## src/ssd_pkg.sv

```systemverilog
// Package for the seven-segment display controller.
// Holds payload and control types, command and register codes, glyph and lamp tables.
// No dependencies.
package ssd_pkg;

    localparam int PAGES_DEFAULT  = 4;
    localparam int BYTES_PER_PAGE = 7;
    localparam int DIGITS         = 6;
    localparam int PADDR_W        = 4;

    localparam logic [2:0] CMD_CLEAR = 3'd0;
    localparam logic [2:0] CMD_CHAR  = 3'd1;
    localparam logic [2:0] CMD_IND   = 3'd2;
    localparam logic [2:0] CMD_DOTS  = 3'd3;
    localparam logic [2:0] CMD_ALL   = 3'd4;
    localparam logic [2:0] CMD_FILL  = 3'd5;
    localparam logic [2:0] CMD_LATCH = 3'd6;
    localparam logic [2:0] CMD_SCAN  = 3'd7;

    localparam logic [1:0] REG_LAYOUT = 2'd0;
    localparam logic [1:0] REG_ENABLE = 2'd1;
    localparam logic [1:0] REG_EDIT   = 2'd2;
    localparam logic [1:0] REG_SHOWN  = 2'd3;

    typedef struct packed {
        logic [2:0] command;
        logic [1:0] window;
        logic [2:0] position;
        logic [7:0] char_code;
        logic [5:0] indicator;
        logic       set_on;
        logic [2:0] decimal_pos;
        logic       thousand_point;
    } request_t;

    typedef struct packed {
        logic [7:0] segment_pattern;
        logic [2:0] digit_select;
    } result_t;

    typedef struct packed {
        logic [1:0] indicator_layout;
        logic       display_enable;
        logic [1:0] edit_page;
        logic [1:0] shown_page;
    } cfg_t;

    typedef struct packed {
        logic load;
        logic tick;
        logic blank;
        logic rd;
        logic wr;
    } ctl_cmd_t;

    typedef struct packed {
        logic       skip;
        logic       is_clear;
        logic       is_latch;
        logic [2:0] first;
        logic [2:0] last;
    } ctl_status_t;

    localparam logic [7:0] GLYPHS [64] = '{
        8'h00, 8'h00, 8'h00, 8'h00, 8'h00, 8'h00, 8'h00, 8'h00,
        8'h00, 8'h00, 8'h00, 8'h00, 8'h00, 8'h40, 8'h00, 8'h00,
        8'h3f, 8'h06, 8'h5b, 8'h4f, 8'h66, 8'h6d, 8'h7d, 8'h27,
        8'h7f, 8'h6f, 8'h00, 8'h00, 8'h00, 8'h00, 8'h00, 8'h00,
        8'h00, 8'h77, 8'h7c, 8'h39, 8'h5e, 8'h79, 8'h71, 8'h6f,
        8'h76, 8'h04, 8'h1e, 8'h70, 8'h38, 8'h55, 8'h54, 8'h5c,
        8'h73, 8'h67, 8'h50, 8'h6d, 8'h78, 8'h3e, 8'h1c, 8'h1d,
        8'h49, 8'h6e, 8'h5b, 8'h00, 8'h00, 8'h00, 8'h00, 8'h08
    };

    localparam logic [7:0] LAMP_STD [16] = '{
        8'h00, 8'h00, 8'h00, 8'h00, 8'h80, 8'h20, 8'h02, 8'h04,
        8'h00, 8'h00, 8'h00, 8'h00, 8'h10, 8'h00, 8'h08, 8'h40
    };

    localparam logic [7:0] LAMP_ALT [16] = '{
        8'h00, 8'h00, 8'h00, 8'h00, 8'h80, 8'h20, 8'h02, 8'h04,
        8'h40, 8'h08, 8'h00, 8'h10, 8'h00, 8'h00, 8'h00, 8'h00
    };

    function automatic logic [7:0] glyph_of(input logic [7:0] code);
        logic [7:0] c;
        logic [7:0] idx;
        c = code;
        if (c >= 8'h61 && c <= 8'h7a)
            c = c - 8'h20;
        if (c < 8'h20 || c > 8'h5f)
            c = 8'h20;
        idx = c - 8'h20;
        return GLYPHS[idx[5:0]];
    endfunction

    // layout 3 acts as layout 0; layouts 0 and 1 share a row
    function automatic logic [7:0] lamp_mask(input logic [1:0] layout, input logic [3:0] ind);
        logic [7:0] m;
        if (layout == 2'd2)
            m = LAMP_ALT[ind];
        else
            m = LAMP_STD[ind];
        return m;
    endfunction

    function automatic logic [7:0] lamp_union(input logic [1:0] layout);
        logic [7:0] m;
        m = 8'h00;
        for (int i = 0; i < 16; i++)
        begin
            m = m | lamp_mask(layout, 4'(i));
        end
        return m;
    endfunction

endpackage

```

## src/seven_segment_display_controller.sv

```systemverilog
// Top level of the multiplexed seven-segment display controller.
// Depends on ssd_pkg, ssd_regs, ssd_ctrl and ssd_dp.
//
// Usage:
//   Commands enter on request when start is high and busy is low. Scan ticks
//   produce a result transaction on result, marked by result_valid for one
//   cycle, in the cycle after the tick is accepted; busy stays low for a tick.
//   Other commands produce no result and hold busy while they run: a decode
//   step, then a read and write pair per byte (character write and single
//   indicator touch one byte; dots, fill, all indicators and latch several),
//   or for clear a sweep of every page. Ignored commands (bad window, page
//   or position) end after the decode step.
//   Edits walk the page memory one byte per read and write pair; clear sweeps
//   every memory entry at one per cycle.
//   Configuration is on the APB port, registers at byte addresses 0, 4, 8, 12;
//   write it only while busy is low.
//   Reset clears config, scan buffer, digit counter and the page valid bits,
//   so every page reads as blank at once with no clearing pass.
//   The receiver cannot stall: each result is taken in the cycle it is shown.
module seven_segment_display_controller #(
    parameter int PAGES = ssd_pkg::PAGES_DEFAULT
) (
    input  logic                        clk,
    input  logic                        rst_n,
    input  logic                        start,
    output logic                        busy,
    input  ssd_pkg::request_t           request,
    output ssd_pkg::result_t            result,
    output logic                        result_valid,
    input  logic                        psel,
    input  logic                        penable,
    input  logic                        pwrite,
    input  logic [ssd_pkg::PADDR_W-1:0] paddr,
    input  logic [31:0]                 pwdata,
    output logic [31:0]                 prdata,
    output logic                        pready
);

    localparam int AW = $clog2(PAGES * ssd_pkg::BYTES_PER_PAGE);

    ssd_pkg::cfg_t        cfg;
    ssd_pkg::ctl_cmd_t    cmd;
    ssd_pkg::ctl_status_t status;
    logic [AW-1:0]        cnt;

    ssd_regs u_regs (
        .clk     (clk),
        .rst_n   (rst_n),
        .psel    (psel),
        .penable (penable),
        .pwrite  (pwrite),
        .paddr   (paddr),
        .pwdata  (pwdata),
        .prdata  (prdata),
        .pready  (pready),
        .cfg     (cfg)
    );

    ssd_ctrl #(
        .PAGES (PAGES),
        .AW    (AW)
    ) u_ctrl (
        .clk     (clk),
        .rst_n   (rst_n),
        .start   (start),
        .command (request.command),
        .status  (status),
        .busy    (busy),
        .cmd     (cmd),
        .cnt     (cnt)
    );

    ssd_dp #(
        .PAGES (PAGES),
        .AW    (AW)
    ) u_dp (
        .clk          (clk),
        .rst_n        (rst_n),
        .request      (request),
        .cfg          (cfg),
        .cmd          (cmd),
        .cnt          (cnt),
        .status       (status),
        .result       (result),
        .result_valid (result_valid)
    );

    a_result_idle: assert property (@(posedge clk) disable iff (!rst_n)
        result_valid |-> !busy)
        else $error("result shown while a command is in progress");

    a_digit_range: assert property (@(posedge clk) disable iff (!rst_n)
        result_valid |-> (result.digit_select != 3'd7))
        else $error("digit select out of range");

    a_cmd_busy: assert property (@(posedge clk) disable iff (!rst_n)
        (start && !busy && request.command != ssd_pkg::CMD_SCAN) |=> busy)
        else $error("command accepted without going busy");

    a_tick_result: assert property (@(posedge clk) disable iff (!rst_n)
        (start && !busy && request.command == ssd_pkg::CMD_SCAN) |=> result_valid)
        else $error("scan tick gave no result");

endmodule

```

## src/ssd_regs.sv

```systemverilog
// Configuration register file on an APB-style port.
// Depends on ssd_pkg (cfg_t, register codes).
module ssd_regs (
    input  logic                        clk,
    input  logic                        rst_n,
    input  logic                        psel,
    input  logic                        penable,
    input  logic                        pwrite,
    input  logic [ssd_pkg::PADDR_W-1:0] paddr,
    input  logic [31:0]                 pwdata,
    output logic [31:0]                 prdata,
    output logic                        pready,
    output ssd_pkg::cfg_t               cfg
);

    ssd_pkg::cfg_t cfg_reg;
    ssd_pkg::cfg_t cfg_next;
    logic          wr_en;

    assign pready = 1'b1;
    assign wr_en  = psel && penable && pwrite;
    assign cfg    = cfg_reg;

    always_comb
    begin
        cfg_next = cfg_reg;
        if (wr_en)
        begin
            unique case (paddr[3:2])
                ssd_pkg::REG_LAYOUT: cfg_next.indicator_layout = pwdata[1:0];
                ssd_pkg::REG_ENABLE: cfg_next.display_enable   = pwdata[0];
                ssd_pkg::REG_EDIT:   cfg_next.edit_page        = pwdata[1:0];
                ssd_pkg::REG_SHOWN:  cfg_next.shown_page       = pwdata[1:0];
                default:             cfg_next = cfg_reg;
            endcase
        end
    end

    always_comb
    begin
        unique case (paddr[3:2])
            ssd_pkg::REG_LAYOUT: prdata = {30'd0, cfg_reg.indicator_layout};
            ssd_pkg::REG_ENABLE: prdata = {31'd0, cfg_reg.display_enable};
            ssd_pkg::REG_EDIT:   prdata = {30'd0, cfg_reg.edit_page};
            ssd_pkg::REG_SHOWN:  prdata = {30'd0, cfg_reg.shown_page};
            default:             prdata = 32'd0;
        endcase
    end

    always_ff @(posedge clk or negedge rst_n)
    begin
        if (!rst_n)
            cfg_reg <= '0;
        else
            cfg_reg <= cfg_next;
    end

endmodule

```

## src/ssd_ctrl.sv

```systemverilog
// Sequencer for the display controller: decode, read-modify-write walk, clear sweep.
// Depends on ssd_pkg (ctl_cmd_t, ctl_status_t, command codes).
module ssd_ctrl #(
    parameter int PAGES = ssd_pkg::PAGES_DEFAULT,
    parameter int AW    = 5
) (
    input  logic                 clk,
    input  logic                 rst_n,
    input  logic                 start,
    input  logic [2:0]           command,
    input  ssd_pkg::ctl_status_t status,
    output logic                 busy,
    output ssd_pkg::ctl_cmd_t    cmd,
    output logic [AW-1:0]        cnt
);

    localparam logic [2:0] S_IDLE   = 3'd0;
    localparam logic [2:0] S_DECODE = 3'd1;
    localparam logic [2:0] S_READ   = 3'd2;
    localparam logic [2:0] S_WRITE  = 3'd3;
    localparam logic [2:0] S_CLEAR  = 3'd4;

    localparam logic [AW-1:0] LAST_ADDR = AW'(PAGES * ssd_pkg::BYTES_PER_PAGE - 1);

    logic [2:0]    state_reg;
    logic [2:0]    state_next;
    logic [AW-1:0] cnt_reg;
    logic [AW-1:0] cnt_next;

    assign busy = (state_reg != S_IDLE);
    assign cnt  = cnt_reg;

    always_comb
    begin
        state_next = state_reg;
        cnt_next   = cnt_reg;
        cmd        = '0;
        unique case (state_reg)
            S_IDLE:
            begin
                if (start)
                begin
                    cmd.load = 1'b1;
                    if (command == ssd_pkg::CMD_SCAN)
                        cmd.tick = 1'b1;
                    else
                        state_next = S_DECODE;
                end
            end
            S_DECODE:
            begin
                if (status.skip)
                begin
                    cmd.blank  = status.is_latch;
                    state_next = S_IDLE;
                end
                else
                begin
                    cnt_next   = AW'(status.first);
                    state_next = status.is_clear ? S_CLEAR : S_READ;
                end
            end
            S_READ:
            begin
                cmd.rd     = 1'b1;
                state_next = S_WRITE;
            end
            S_WRITE:
            begin
                cmd.wr = 1'b1;
                if (cnt_reg[2:0] == status.last)
                    state_next = S_IDLE;
                else
                begin
                    cnt_next   = cnt_reg + 1'b1;
                    state_next = S_READ;
                end
            end
            S_CLEAR:
            begin
                cmd.wr = 1'b1;
                if (cnt_reg == LAST_ADDR)
                    state_next = S_IDLE;
                else
                    cnt_next = cnt_reg + 1'b1;
            end
            default:
            begin
                state_next = S_IDLE;
            end
        endcase
    end

    always_ff @(posedge clk or negedge rst_n)
    begin
        if (!rst_n)
        begin
            state_reg <= S_IDLE;
            cnt_reg   <= '0;
        end
        else
        begin
            state_reg <= state_next;
            cnt_reg   <= cnt_next;
        end
    end

endmodule

```

## src/ssd_dp.sv

```systemverilog
// Datapath: command capture, page memory with valid bits, byte modify, scan buffer and output.
// Depends on ssd_pkg (types, codes, glyph and lamp functions).
module ssd_dp #(
    parameter int PAGES = ssd_pkg::PAGES_DEFAULT,
    parameter int AW    = 5
) (
    input  logic                 clk,
    input  logic                 rst_n,
    input  ssd_pkg::request_t    request,
    input  ssd_pkg::cfg_t        cfg,
    input  ssd_pkg::ctl_cmd_t    cmd,
    input  logic [AW-1:0]        cnt,
    output ssd_pkg::ctl_status_t status,
    output ssd_pkg::result_t     result,
    output logic                 result_valid
);

    localparam int DEPTH = PAGES * ssd_pkg::BYTES_PER_PAGE;
    localparam int NB    = ssd_pkg::BYTES_PER_PAGE;

    ssd_pkg::request_t item_reg;
    logic [7:0]        glyph_reg;
    logic [7:0]        glyph_next;
    logic              ended_reg;
    logic              ended_next;

    logic [7:0]        mem [DEPTH];
    logic [DEPTH-1:0]  valid_reg;
    logic [7:0]        rd_data_reg;
    logic              rd_valid_reg;

    logic [7:0]        scan_reg [NB];
    logic [2:0]        digit_reg;
    logic [2:0]        digit_next;
    ssd_pkg::result_t  result_reg;
    logic              result_valid_reg;

    logic              char_ok;
    logic              ended_mid;
    logic              ended_new;
    logic [7:0]        char_sel;
    logic              editable;
    logic              shown_ok;
    logic              is_latch;
    logic              is_clear;
    logic [1:0]        page;
    logic [7:0]        base;
    logic [7:0]        sum;
    logic [AW-1:0]     addr;
    logic [2:0]        bsel;
    logic [2:0]        dpos;
    logic [3:0]        dec3;
    logic              dot_lit;
    logic [7:0]        old;
    logic [7:0]        mask;
    logic [7:0]        wdata;
    logic              mem_we;

    // string handling for character writes
    always_comb
    begin
        char_ok   = (request.window == 2'd0) && (request.position < 3'(ssd_pkg::DIGITS));
        ended_mid = (request.position == 3'd0) ? 1'b0 : ended_reg;
        ended_new = (request.char_code == 8'h00) || ended_mid;
        char_sel  = ended_new ? 8'h20 : request.char_code;
        if (request.command == ssd_pkg::CMD_CHAR)
            glyph_next = ssd_pkg::glyph_of(char_sel);
        else
            glyph_next = ssd_pkg::glyph_of(request.char_code);
        ended_next = ended_reg;
        if (cmd.load && request.command == ssd_pkg::CMD_CHAR && char_ok)
            ended_next = ended_new;
    end

    always_ff @(posedge clk)
    begin
        if (cmd.load)
        begin
            item_reg  <= request;
            glyph_reg <= glyph_next;
        end
    end

    assign editable = ({2'b00, cfg.edit_page} < 4'(PAGES));
    assign shown_ok = cfg.display_enable && ({2'b00, cfg.shown_page} < 4'(PAGES));
    assign is_latch = (item_reg.command == ssd_pkg::CMD_LATCH);
    assign is_clear = (item_reg.command == ssd_pkg::CMD_CLEAR);

    always_comb
    begin
        status          = '0;
        status.is_clear = is_clear;
        status.is_latch = is_latch;
        status.first    = 3'd1;
        status.last     = 3'd6;
        unique case (item_reg.command)
            ssd_pkg::CMD_CLEAR:
            begin
                status.first = 3'd0;
            end
            ssd_pkg::CMD_CHAR:
            begin
                status.skip  = (item_reg.window != 2'd0) || !editable ||
                               (item_reg.position >= 3'(ssd_pkg::DIGITS));
                status.first = 3'd6 - item_reg.position;
                status.last  = 3'd6 - item_reg.position;
            end
            ssd_pkg::CMD_IND:
            begin
                status.skip  = !editable || (item_reg.indicator[5:4] != 2'b00);
                status.first = 3'd0;
                status.last  = 3'd0;
            end
            ssd_pkg::CMD_DOTS:
            begin
                status.skip = (item_reg.window != 2'd0) || !editable;
            end
            ssd_pkg::CMD_ALL:
            begin
                status.skip  = !editable;
                status.first = 3'd0;
            end
            ssd_pkg::CMD_FILL:
            begin
                status.skip = !editable;
            end
            ssd_pkg::CMD_LATCH:
            begin
                status.skip  = !shown_ok;
                status.first = 3'd0;
            end
            default:
            begin
                status.skip = 1'b1;
            end
        endcase
    end

    // address: page base plus byte, or a flat sweep for clear
    always_comb
    begin
        bsel = cnt[2:0];
        page = is_latch ? cfg.shown_page : cfg.edit_page;
        base = {6'd0, page} * 8'd7;
        sum  = base + {5'd0, bsel};
        addr = is_clear ? cnt : sum[AW-1:0];
    end

    always_comb
    begin
        old     = rd_valid_reg ? rd_data_reg : 8'h00;
        dpos    = bsel - 3'd1;
        dec3    = {1'b0, item_reg.decimal_pos} + 4'd3;
        dot_lit = ((item_reg.decimal_pos != 3'd0) &&
                   (item_reg.decimal_pos < 3'(ssd_pkg::DIGITS)) &&
                   (dpos == item_reg.decimal_pos)) ||
                  (item_reg.thousand_point && (dec3 < 4'(ssd_pkg::DIGITS)) &&
                   ({1'b0, dpos} == dec3));
        mask    = 8'h00;
        case (item_reg.command) inside
            ssd_pkg::CMD_CHAR, ssd_pkg::CMD_FILL:
            begin
                wdata = glyph_reg;
            end
            ssd_pkg::CMD_IND:
            begin
                mask  = ssd_pkg::lamp_mask(cfg.indicator_layout, item_reg.indicator[3:0]);
                wdata = item_reg.set_on ? (old | mask) : (old & ~mask);
            end
            ssd_pkg::CMD_DOTS:
            begin
                wdata = {dot_lit, old[6:0]};
            end
            ssd_pkg::CMD_ALL:
            begin
                mask  = (bsel == 3'd0) ? ssd_pkg::lamp_union(cfg.indicator_layout) : 8'h80;
                wdata = item_reg.set_on ? (old | mask) : (old & ~mask);
            end
            default:
            begin
                wdata = 8'h00;
            end
        endcase
    end

    assign mem_we = cmd.wr && !is_latch;

    always_ff @(posedge clk)
    begin
        if (mem_we)
            mem[addr] <= wdata;
        if (cmd.rd)
            rd_data_reg <= mem[addr];
    end

    always_ff @(posedge clk or negedge rst_n)
    begin
        if (!rst_n)
        begin
            valid_reg    <= '0;
            rd_valid_reg <= 1'b0;
        end
        else
        begin
            if (mem_we)
                valid_reg[addr] <= 1'b1;
            if (cmd.rd)
                rd_valid_reg <= valid_reg[addr];
        end
    end

    assign digit_next = (digit_reg == 3'(NB - 1)) ? 3'd0 : digit_reg + 3'd1;

    always_ff @(posedge clk or negedge rst_n)
    begin
        if (!rst_n)
        begin
            for (int i = 0; i < NB; i++)
            begin
                scan_reg[i] <= 8'h00;
            end
            digit_reg        <= 3'd0;
            ended_reg        <= 1'b0;
            result_valid_reg <= 1'b0;
        end
        else
        begin
            ended_reg        <= ended_next;
            result_valid_reg <= cmd.tick;
            if (cmd.blank)
            begin
                for (int i = 0; i < NB; i++)
                begin
                    scan_reg[i] <= 8'h00;
                end
            end
            else if (cmd.wr && is_latch)
                scan_reg[bsel] <= old;
            if (cmd.tick)
                digit_reg <= digit_next;
        end
    end

    always_ff @(posedge clk)
    begin
        if (cmd.tick)
        begin
            result_reg.segment_pattern <= scan_reg[digit_reg];
            result_reg.digit_select    <= digit_reg;
        end
    end

    assign result       = result_reg;
    assign result_valid = result_valid_reg;

endmodule
```

## config.mk

```make
export PLATFORM = sky130hd
export DESIGN_NAME = seven_segment_display_controller
export DESIGN_NICKNAME = d
export VERILOG_FILES = /design/src/ssd_pkg.sv /design/src/seven_segment_display_controller.sv /design/src/ssd_regs.sv /design/src/ssd_ctrl.sv /design/src/ssd_dp.sv
export SDC_FILE = /design/constraint.sdc
export NUM_CORES = 1
export LEC_CHECK = 0
export BUFFER_PORTS_ARGS = -buffer_cell sky130_fd_sc_hd__buf_2
export CORE_MARGIN = 8
export CORE_UTILIZATION = 35
export CTS_BUF_LIST = sky130_fd_sc_hd__clkbuf_16
export CTS_CLUSTER_DIAMETER = 100
export DETAILED_ROUTE_END_ITERATION = 12
export GPL_ROUTABILITY_DRIVEN = 0
export SETUP_SLACK_MARGIN = 0.5
export SLEW_MARGIN = 20
export SYNTH_ARGS = -nofsm -noshare
export SYNTH_HDL_FRONTEND = slang
export SYNTH_SLANG_ARGS = --single-unit
```

## constraint.sdc

```tcl
create_clock -name clk -period 6.55 [get_ports clk]
set_input_delay 0 -clock clk [delete_from_list [all_inputs] [get_ports clk]]
set_output_delay 0 -clock clk [all_outputs]
set_load 0.1 [all_outputs]
```

== Word-level counts from Yosys, hierarchy flattened ==
Memory sizes are Yosys's and may differ from the RTL's. A register that Yosys moved wholly into a read port is not among the register bits.
Cells that the tools add are included.

* Register bits: 143
* Bits in writable memories: 224
* Bits in read-only memories: 1280
* Input bits: 69
* Output and inout port bits: 46
* Memories: 5

* Add/sub/neg operators: 10
* $mul: 1
* Magnitude comparators: 20
* Eq/ne operators: 27
* Multiplexer cells: 119
* Bitwise logic cells: 27
* Reductions and logical operators: 45

{| class="wikitable"
|+ Memory list
! memory !! depth !! width !! rd ports !! clocked after memory_dff !! wr ports !! RTL line !! RTL
|-
| (no name shown) || 64 || 8 || 1 || 0 || 0 || ssd_pkg.sv:94 || <nowiki>return GLYPHS[idx[5:0]];</nowiki>
|-
| (no name shown) || 64 || 8 || 1 || 0 || 0 || ssd_pkg.sv:94 ||
|-
| u_dp.mem || 28 || 8 || 1 || 1 || 1 || ssd_dp.sv:27 || <nowiki>logic [7:0] mem [DEPTH];</nowiki>
|-
| (no name shown) || 16 || 8 || 1 || 0 || 0 || ssd_pkg.sv:101 || <nowiki>m = LAMP_ALT[ind];</nowiki>
|-
| (no name shown) || 16 || 8 || 1 || 0 || 0 || ssd_pkg.sv:103 || <nowiki>m = LAMP_STD[ind];</nowiki>
|}

{| class="wikitable"
|+ Operator list
! operator !! number
|-
| $mux 8 || 72
|-
| $or 8x8->8 || 17
|-
| $pmux 32 s4 || 1
|-
| $mux 56 || 2
|-
| $bwmux 56 || 1
|-
| $mux 5 || 6
|-
| $or 28x28->28 || 1
|-
| $bmux 8 s3 || 1
|-
| $demux 8 s3 || 1
|-
| $mux 6 || 4
|-
| $eq 3x3->1 const B || 6
|-
| $mux 3 || 6
|-
| $and 8x8->8 || 2
|-
| $ge 8x7->1 const B || 2
|-
| $gt 8x7->1 const B || 2
|-
| $le 8x7->1 const B || 2
|-
| $lt 8x6->1 const B || 2
|-
| $not 8->8 || 2
|-
| $sub 8x6->8 const B || 2
|-
| $logic_and 1x1->1 || 15
|-
| $pmux 3 s5 || 1
|-
| $pmux 5 s3 || 1
|-
| $ge 7x7->1 const B || 2
|-
| $mux 7 || 2
|-
| other kinds (48) || 96
|}

== Longest topological paths before layout ==
Gate-level depths: netlist (run 1).

* Depth after elaboration: 28
* Depth in mapped cells: 19

== Hierarchy ==
A second synthesis (run 1) with hierarchy kept.

* Cell total of the unflattened synthesis: 1406
* Area, all modules: 18062.3 um^2

{| class="wikitable"
|+ Modules (own cells, without submodules)
! module !! instances !! cells each !! area each (um^2)
|-
| ssd_dp || 1 || 1280 || 16881.2
|-
| ssd_ctrl || 1 || 69 || 601.8
|-
| ssd_regs || 1 || 57 || 579.3
|}

== Least setup slack after synthesis (run 1) ==
Ideal clock, no wire load.

* Path type: reg-to-reg
* Start: register u_dp.item_reg[24] in the netlist's numbering
* End: memory u_dp.mem[20][0] (enable)
* Arrival time: 3949 ps
* Path slack: 2216 ps
* Stages on the path, launching flop included: 16
* Path through: edfxtp_1 -> buf_6 -> clkbuf_1 -> nor2_1 -> nand2_1 -> mux2_2 -> inv_1 -> fa_1 -> inv_1 -> ha_1 -> inv_1 -> fa_1 -> mux2_2 -> clkbuf_1 -> clkbuf_1 -> nor3_1

* Longest elaborated chain between the ends: 5

{| class="wikitable"
|+ Ends and longest elaborated chain
! element !! RTL line !! RTL
|-
| start: declaration || ssd_dp.sv:21 || <nowiki>ssd_pkg::request_t item_reg;</nowiki>
|-
| start signal: assignment || ssd_dp.sv:79 || <nowiki>item_reg <= request;</nowiki>
|-
| $eq 3x3->1 || ssd_dp.sv:86 || <nowiki>assign is_latch = (item_reg.command == ssd_pkg::CMD_LATCH);</nowiki>
|-
| $mux 2 / $logic_not 1->1 (equally long branches) || ssd_dp.sv:143, ssd_dp.sv:186 ||
|-
| $mul 2x3->5 / $logic_and 1x1->1 (equally long branches) || ssd_dp.sv:144, ssd_dp.sv:186 ||
|-
| $add 5x3->5 / $mux 1 (equally long branches) || ssd_dp.sv:145, ssd_dp.sv:190 ||
|-
| $mux 5 / $mux 1 (equally long branches) || ssd_dp.sv:146, ssd_dp.sv:191 ||
|-
| end: declaration || ssd_dp.sv:27 ||
|}

Several ways; a longest one is shown, not always the timed one.

== Worst setup path after layout (run 1) ==
* Start: register u_dp.item_reg[26] in the netlist's numbering
* End: memory u_dp.mem[27][1] (enable)

Same word-level chain as after synthesis.

==> results of run 1 <==
cell usage after synthesis (all sizes together), types with 25 or more instances:
master,count
a31oi,28
nor3,35
mux4,26
edfxtp,269
nand3,112
mux2i,86
o21ai,51
or2,30
ha,25
dfrtp,105
inv,31
a21oi,62
clkbuf,49
nand2,241
buf,80
nor2,132
layout by cell type, fill, tap and decap left out, drive strengths merged, types with 30 or more instances in the layout:
cell type,n
o21ai,51
dfrtp,105
a21oi,62
nand3,112
buf,104
or2,30
dlygate4sd3,30
inv,40
nor3,35
edfxtp,269
clkbuf,40
nor2,132
mux2i,86
conb,31
nand2,241
worst max-delay path by stage:
stage	end	slack [ps]	depth (start not counted)	startpoint
2_1_floorplan	u_dp.mem[20][0]	2220	15	u_dp.item_reg[24]
3_3_place_gp	u_dp.rd_data_reg[5]	1440	15	u_dp.item_reg[26]
3_5_place_dp	u_dp.mem[27][1]	1370	12	u_dp.item_reg[26]
4_1_cts	u_dp.mem[27][3]	1350	12	u_dp.item_reg[26]
5_1_grt	u_dp.mem[27][3]	1030	12	u_dp.item_reg[26]
6_report	u_dp.mem[27][1]	1380	12	u_dp.item_reg[26]
cell type report:
class | count | area (um2) | area share (%)
clock buffers | 40 | 1000 | 4.82
clock inverters | 32 | 274 | 1.32
inverters | 32 | 120 | 0.578
multi-input cells | 1083 | 6860 | 33.0
flip-flops and latches | 374 | 10700 | 51.6
well taps | 680 | 851 | 4.10
repair buffers | 134 | 956 | 4.60
power by group through the flow:
| stage | logic (mW) | registers [mW] | clock network, mW |
|---|---|---|---|
| 2_1_floorplan | 3.01 | 3.27 | 0 |
| 3_3_place_gp | 4.33 | 3.35 | 0 |
| 3_5_place_dp | 4.40 | 3.36 | 0 |
| 4_1_cts | 4.43 | 3.32 | 2.26 |
| 5_1_grt | 4.80 | 3.36 | 2.35 |
| 6_report | 4.45 | 3.32 | 2.21 |
layer usage:
layer	part of all wire, %	up-vias
met1	44	6395
li1	-	5920
met5	0	-
met4	3.6	0
met2	46	470
met3	5.9	122
critical path, stage by stage, from the launching register on:
cell and delay (ps):
edfxtp_1 580, inv_1 170, nor2_1 210, nand2_1 310, mux2i_1 500, fa_1 490, inv_1 70, ha_1 160
inv_1 50, fa_1 550, mux2_2 720, nand2_1 230, nor2_1 750
stage by stage:
step	utilization, %	total power, mW	hold WS [ps]	cells
finish	40.4	9.98	3.13	2375
global route	40.4	10.5	35.8	2375
floorplan	-	6.28	-296	1618
detailed placement	37.3	7.76	53.8	2273
CTS	40.4	10.0	1.63	2375
global placement	37.3	7.69	45.1	2273
timing repair:
item,4_1_cts,5_1_grt
hold endpoints to repair,72,0
setup buffers,0,0
gates resized for setup,0,0
hold buffers,30,0
logic make-up after synthesis:
group / after synthesis / share of synthesized area, %
simple gates: 625 / 15.6
xor+xnor: 10 / 0.481
flops: 374 / 58.8
buf+inv: 161 / 4.42
fa+ha+maj: 28 / 2.05
other cells: 2 / 0.0412
mux: 126 / 9.00
compound gates: 263 / 9.62
==> flow_metrics.tcl, run 1 <==
set metrics [dict create \
    die_x_um 244 \
    grt_setup_unrepaired "false" \
    arrival_ps 5330 \
    worst_setup_path_start_kind "flip-flop" \
    ys_top_cells_by_area "edfxtp_1 44%, dfrtp_1 14%, nand2_1 5.0%" \
    start_util_pct 35.4 \
    root_buffer "clkbuf_16" \
    power.switching_mw 4.19 \
    fin_crit_sh_pct 79.0 \
    ys_ff_latch 374 \
    power.density_mw_per_mm2 481 \
    dp_hpwl_um 30600 \
    cts_tree "built" \
    die_h_um 244 \
    grt_usage_pct 15.6 \
    synth_area_mm2 0.0182 \
    syn2layout_area_growth_pct 14.0 \
    setup_ws_ps 1380 \
    crit_path_end_kind "flip-flop" \
    syn-mean-instance-area_um2 11.5 \
    nets 1762 \
    synth_edf_count 269 \
    fin_area_mm2 0.0208 \
    grt_max_degree 62 \
    hold_class "in2async" \
    internal_power_mw 5.79 \
    required_ps 6710 \
    dieArea_mm2 0.0596 \
    drive_above_1_share_pct 14.8 \
    synthCells 1589 \
    vias 12907 \
    io_pins 115 \
    grt_use_met2_pct 25.5 \
    antenna_cells 0 \
    fill_cells 4836 \
    finalCriticalPeriod_ps 5170 \
    dr.pass1.iters 6 \
    crit_fanout 34 \
    cap_violations 0 \
    clockPowerShare_pct 22.1 \
    grt_pass1_vias 12693 \
    async_reset_ff_share_pct 28.1 \
    status "finished, final reports clean" \
    relSlewSlack_pct 27.2 \
    fp-row-count 83 \
    cts_sinks 374 \
    tightest_slew_ps 1090 \
    switching_share_pct 42.0 \
    r2r-end "u_dp.mem[27][1]" \
    largest_register_ffs 224 \
    antenna_found_initial 2 \
    slew_violations 0 \
    drc 0 \
    cts.clk_slew.worst_paths_ps 60 \
    io_buffers 51 \
    p_leak_nw 8.08 \
    clk_path_buf_depth 3 \
    final-hold-violation-count 0 \
    fmax_mhz 193 \
    clkLatencyLatePin_ps 550 \
    vdd_drop_max_mv 0.289 \
    criticalPathCategory "reg2reg" \
    r2r_slack_ps 1380 \
    ys_types 77 \
    setup-violations-final 0 \
    finClkSkew_ps 23.8 \
    seq_power_share_pct 33.3 \
    busiest_layer "met2" \
    core_mm2 0.0514 \
    yosys_warnings 0 \
    synth_top_area_cell "edfxtp_1" \
    place_ws_ps 1370 \
    ys.flop_type "edfxtp_1" \
    met3_usage_pct 2.41 \
    grt_overflow_total 0 \
    comb_power_share_pct 44.6 \
    wl_um 48000 \
    grt_first_pass_wirelength_um 74800 \
    tns_ps 0 \
    yosysSeqAreaShare_pct 58.8 \
    placed_area_mm2 0.0192 \
    reg2reg_depth 12 \
    antenna_left 0 \
    htreeDepth 2 \
    drt_iter0_markers 1227 \
    met1_usage_pct 21.0 \
    r2r_start "u_dp.item_reg[26]" \
    cts_buffers 40 \
    synth_top_area_share_pct 44.3 \
    viasPerCell 5.43 \
    wl_per_cell_um 20.2 \
]
Power figures use the tool's default switching activity.
==> run 2: changes to the inputs <==
==> constraint.sdc (replaced) <==
create_clock -name clk -period 5 [get_ports clk]
set_input_delay 0 -clock clk [delete_from_list [all_inputs] [get_ports clk]]
set_output_delay 0 -clock clk [all_outputs]
set_load 0.1 [all_outputs]
==> flow_metrics.tcl, run 2 (synthesis results as in run 1) <==
set metrics [dict create \
    status "finished, final reports clean" \
    antenna_left 0 \
    crit_slowest_cell "fa_1" \
    worst-path-buf-inv 5 \
    drt_iter0_markers 1287 \
    grt_setup_unrepaired "true" \
    drc 0 \
    tns_ps 0 \
    grt_first_pass_wirelength_um 74600 \
    fp-row-count 83 \
    vdd_drop_max_mv 0.372 \
    layout_common_cells "269 x edfxtp_1, 239 x nand2_1, 131 x nor2_1" \
    finClkSkew_ps 18.7 \
    multi_input_area_mm2 0.00690 \
    dp_hpwl_um 31300 \
    drive_above_1_share_pct 16.7 \
    grt_max_degree 59 \
    setup_ws_ps 739 \
    start_util_pct 35.4 \
    slew_violations 0 \
    syn2layout_area_growth_pct 16.2 \
    clk_path_buf_depth 3 \
    clkLatencyLatePin_ps 540 \
    fill_cells 4800 \
    vias 13010 \
    largest_register_ffs 224 \
    dr.pass1.iters 6 \
    p_leak_nw 8.31 \
    wl_um 47900 \
    nets 1799 \
    place_ws_ps 370 \
    crit_path_end_kind "flip-flop" \
    crit_fanout 22 \
    cts_tree "built" \
    antenna_found_initial 0 \
    tightest_slew_ps 1130 \
    htreeDepth 2 \
    path_cells "inv_1 > nor2_1 > nand2_1 > mux2_2 > inv_1 > fa_1 > inv_1 > ha_1 > o31ai_2 > nand2_4 > buf_4 > nand4_1 > nor3_2 > buf_4" \
    cts.clk_slew.worst_paths_ps 60 \
    grt_pass1_vias 12674 \
    fmax_mhz 235 \
    wl_per_cell_um 19.8 \
    seqCellArea_mm2 0.0107 \
    dieArea_mm2 0.0596 \
    viasPerCell 5.39 \
    crit_top_cell "inv_1" \
    cts_sinks 374 \
    grt_usage_pct 15.6 \
    antenna_cells 0 \
    cp_top_family "simple AND/OR/NAND/NOR gates" \
    final-hold-violation-count 0 \
    io_buffers 51 \
    cts_buffers 40 \
    root_buffer "clkbuf_16" \
    io_pins 115 \
    setup-violations-final 0 \
    grt_overflow_total 0 \
    die_x_um 244 \
    fin_crit_sh_pct 85.2 \
    final_common_cell "edfxtp_1" \
    required_ps 5240 \
    die_h_um 244 \
    worst_setup_path_start_kind "flip-flop" \
    arrival_ps 4500 \
    hold_class "in2async" \
    cap_violations 0 \
    relSlewSlack_pct 24.8 \
    power.density_mw_per_mm2 634 \
    slowest_delay_ps 480 \
    finalCriticalPeriod_ps 4260 \
    core_mm2 0.0514 \
    criticalPathCategory "reg2reg" \
]
run 2: cell count changes in the layout (fill, tap and decap cells not counted), moves of 2 or more:
cell	previous run	this run
inv_6	3	0
buf_4	54	88
clkinv_4	2	0
clkbuf_16	40	42
a22oi_2	0	2
a22oi_1	9	7
inv_1	34	37
buf_12	0	2
run 2: path summary, 6_finish.rpt:
| kind | start | endpoint | slack (ps) | depth (start not counted) |
|---|---|---|---|---|
| setup / recovery | u_dp.item_reg[26] | u_dp.mem[23][1] | 740 | 14 |
| max in group asynchronous | rst_n | u_dp.valid_reg[10] | 3700 | 3 |
| setup reg to reg | u_dp.item_reg[26] | u_dp.mem[23][1] | 740 | 14 |
| hold reg to reg | u_dp.valid_reg[16] | u_dp.valid_reg[16] | 470 | 1 |
| min in group clk | request[15] | u_dp.glyph_reg[4] | 130 | 3 |
| hold / removal | rst_n | u_dp.scan_reg[12] | 120 | 2 |
run 2: through the flow:
step	hold slack [ps]	cells	utilization (%)	area [um2]	total power, mW
after floorplan	-296	1618	-	18300	8.23
after global placement	130	2309	37.9	19500	10.3
after detailed placement	149	2309	37.9	19500	10.4
after CTS	93.1	2414	41.1	21100	13.4
after global routing	122	2414	41.2	21200	14.1
final	116	2414	41.2	21200	13.4
run 2: power by group:
part           internal, mW  total, mW  switching (mW)
clock network          1.78       2.97            1.19
registers              4.05       4.33           0.275
logic                  2.12       6.12            4.01
total                  7.94       13.4            5.47
run 2: cell type report:
class	instances	area share, %
clock buffers	42	4.97
clock inverters	32	1.29
inverters	32	0.568
multi-input cells	1083	32.6
flip-flops and latches	374	50.6
well taps	680	4.02
repair buffers	171	5.96
run 2: worst reg2reg max path, delay by kind of cell, from the launching register on:
family          cells  cell delay, ps
buf+inv             5             740
mux                 1             310
fa+ha+maj           2             760
simple gates        5            1650
compound gates      1             160
flops               1             340
run 2: metal layers:
layer / vias to the layer above / part of all wire (%) / GRT usage [%]
met1: 6489 / 43 / 21.0
met4: 0 / 3.1 / 5.08
met2: 427 / 48 / 25.7
li1: 5992 / - / -
met5: - / 0 / 0
met3: 102 / 5.8 / 2.37
run 2: repair_timing:
item | CTS | global route
setup endpoints to repair | 31 | 51
hold endpoints to repair | 86 | 0
hold buffers | 31 | 0
pin swaps | 0 | 1
setup buffers | 0 | 0
gates resized for setup | 2 | 8
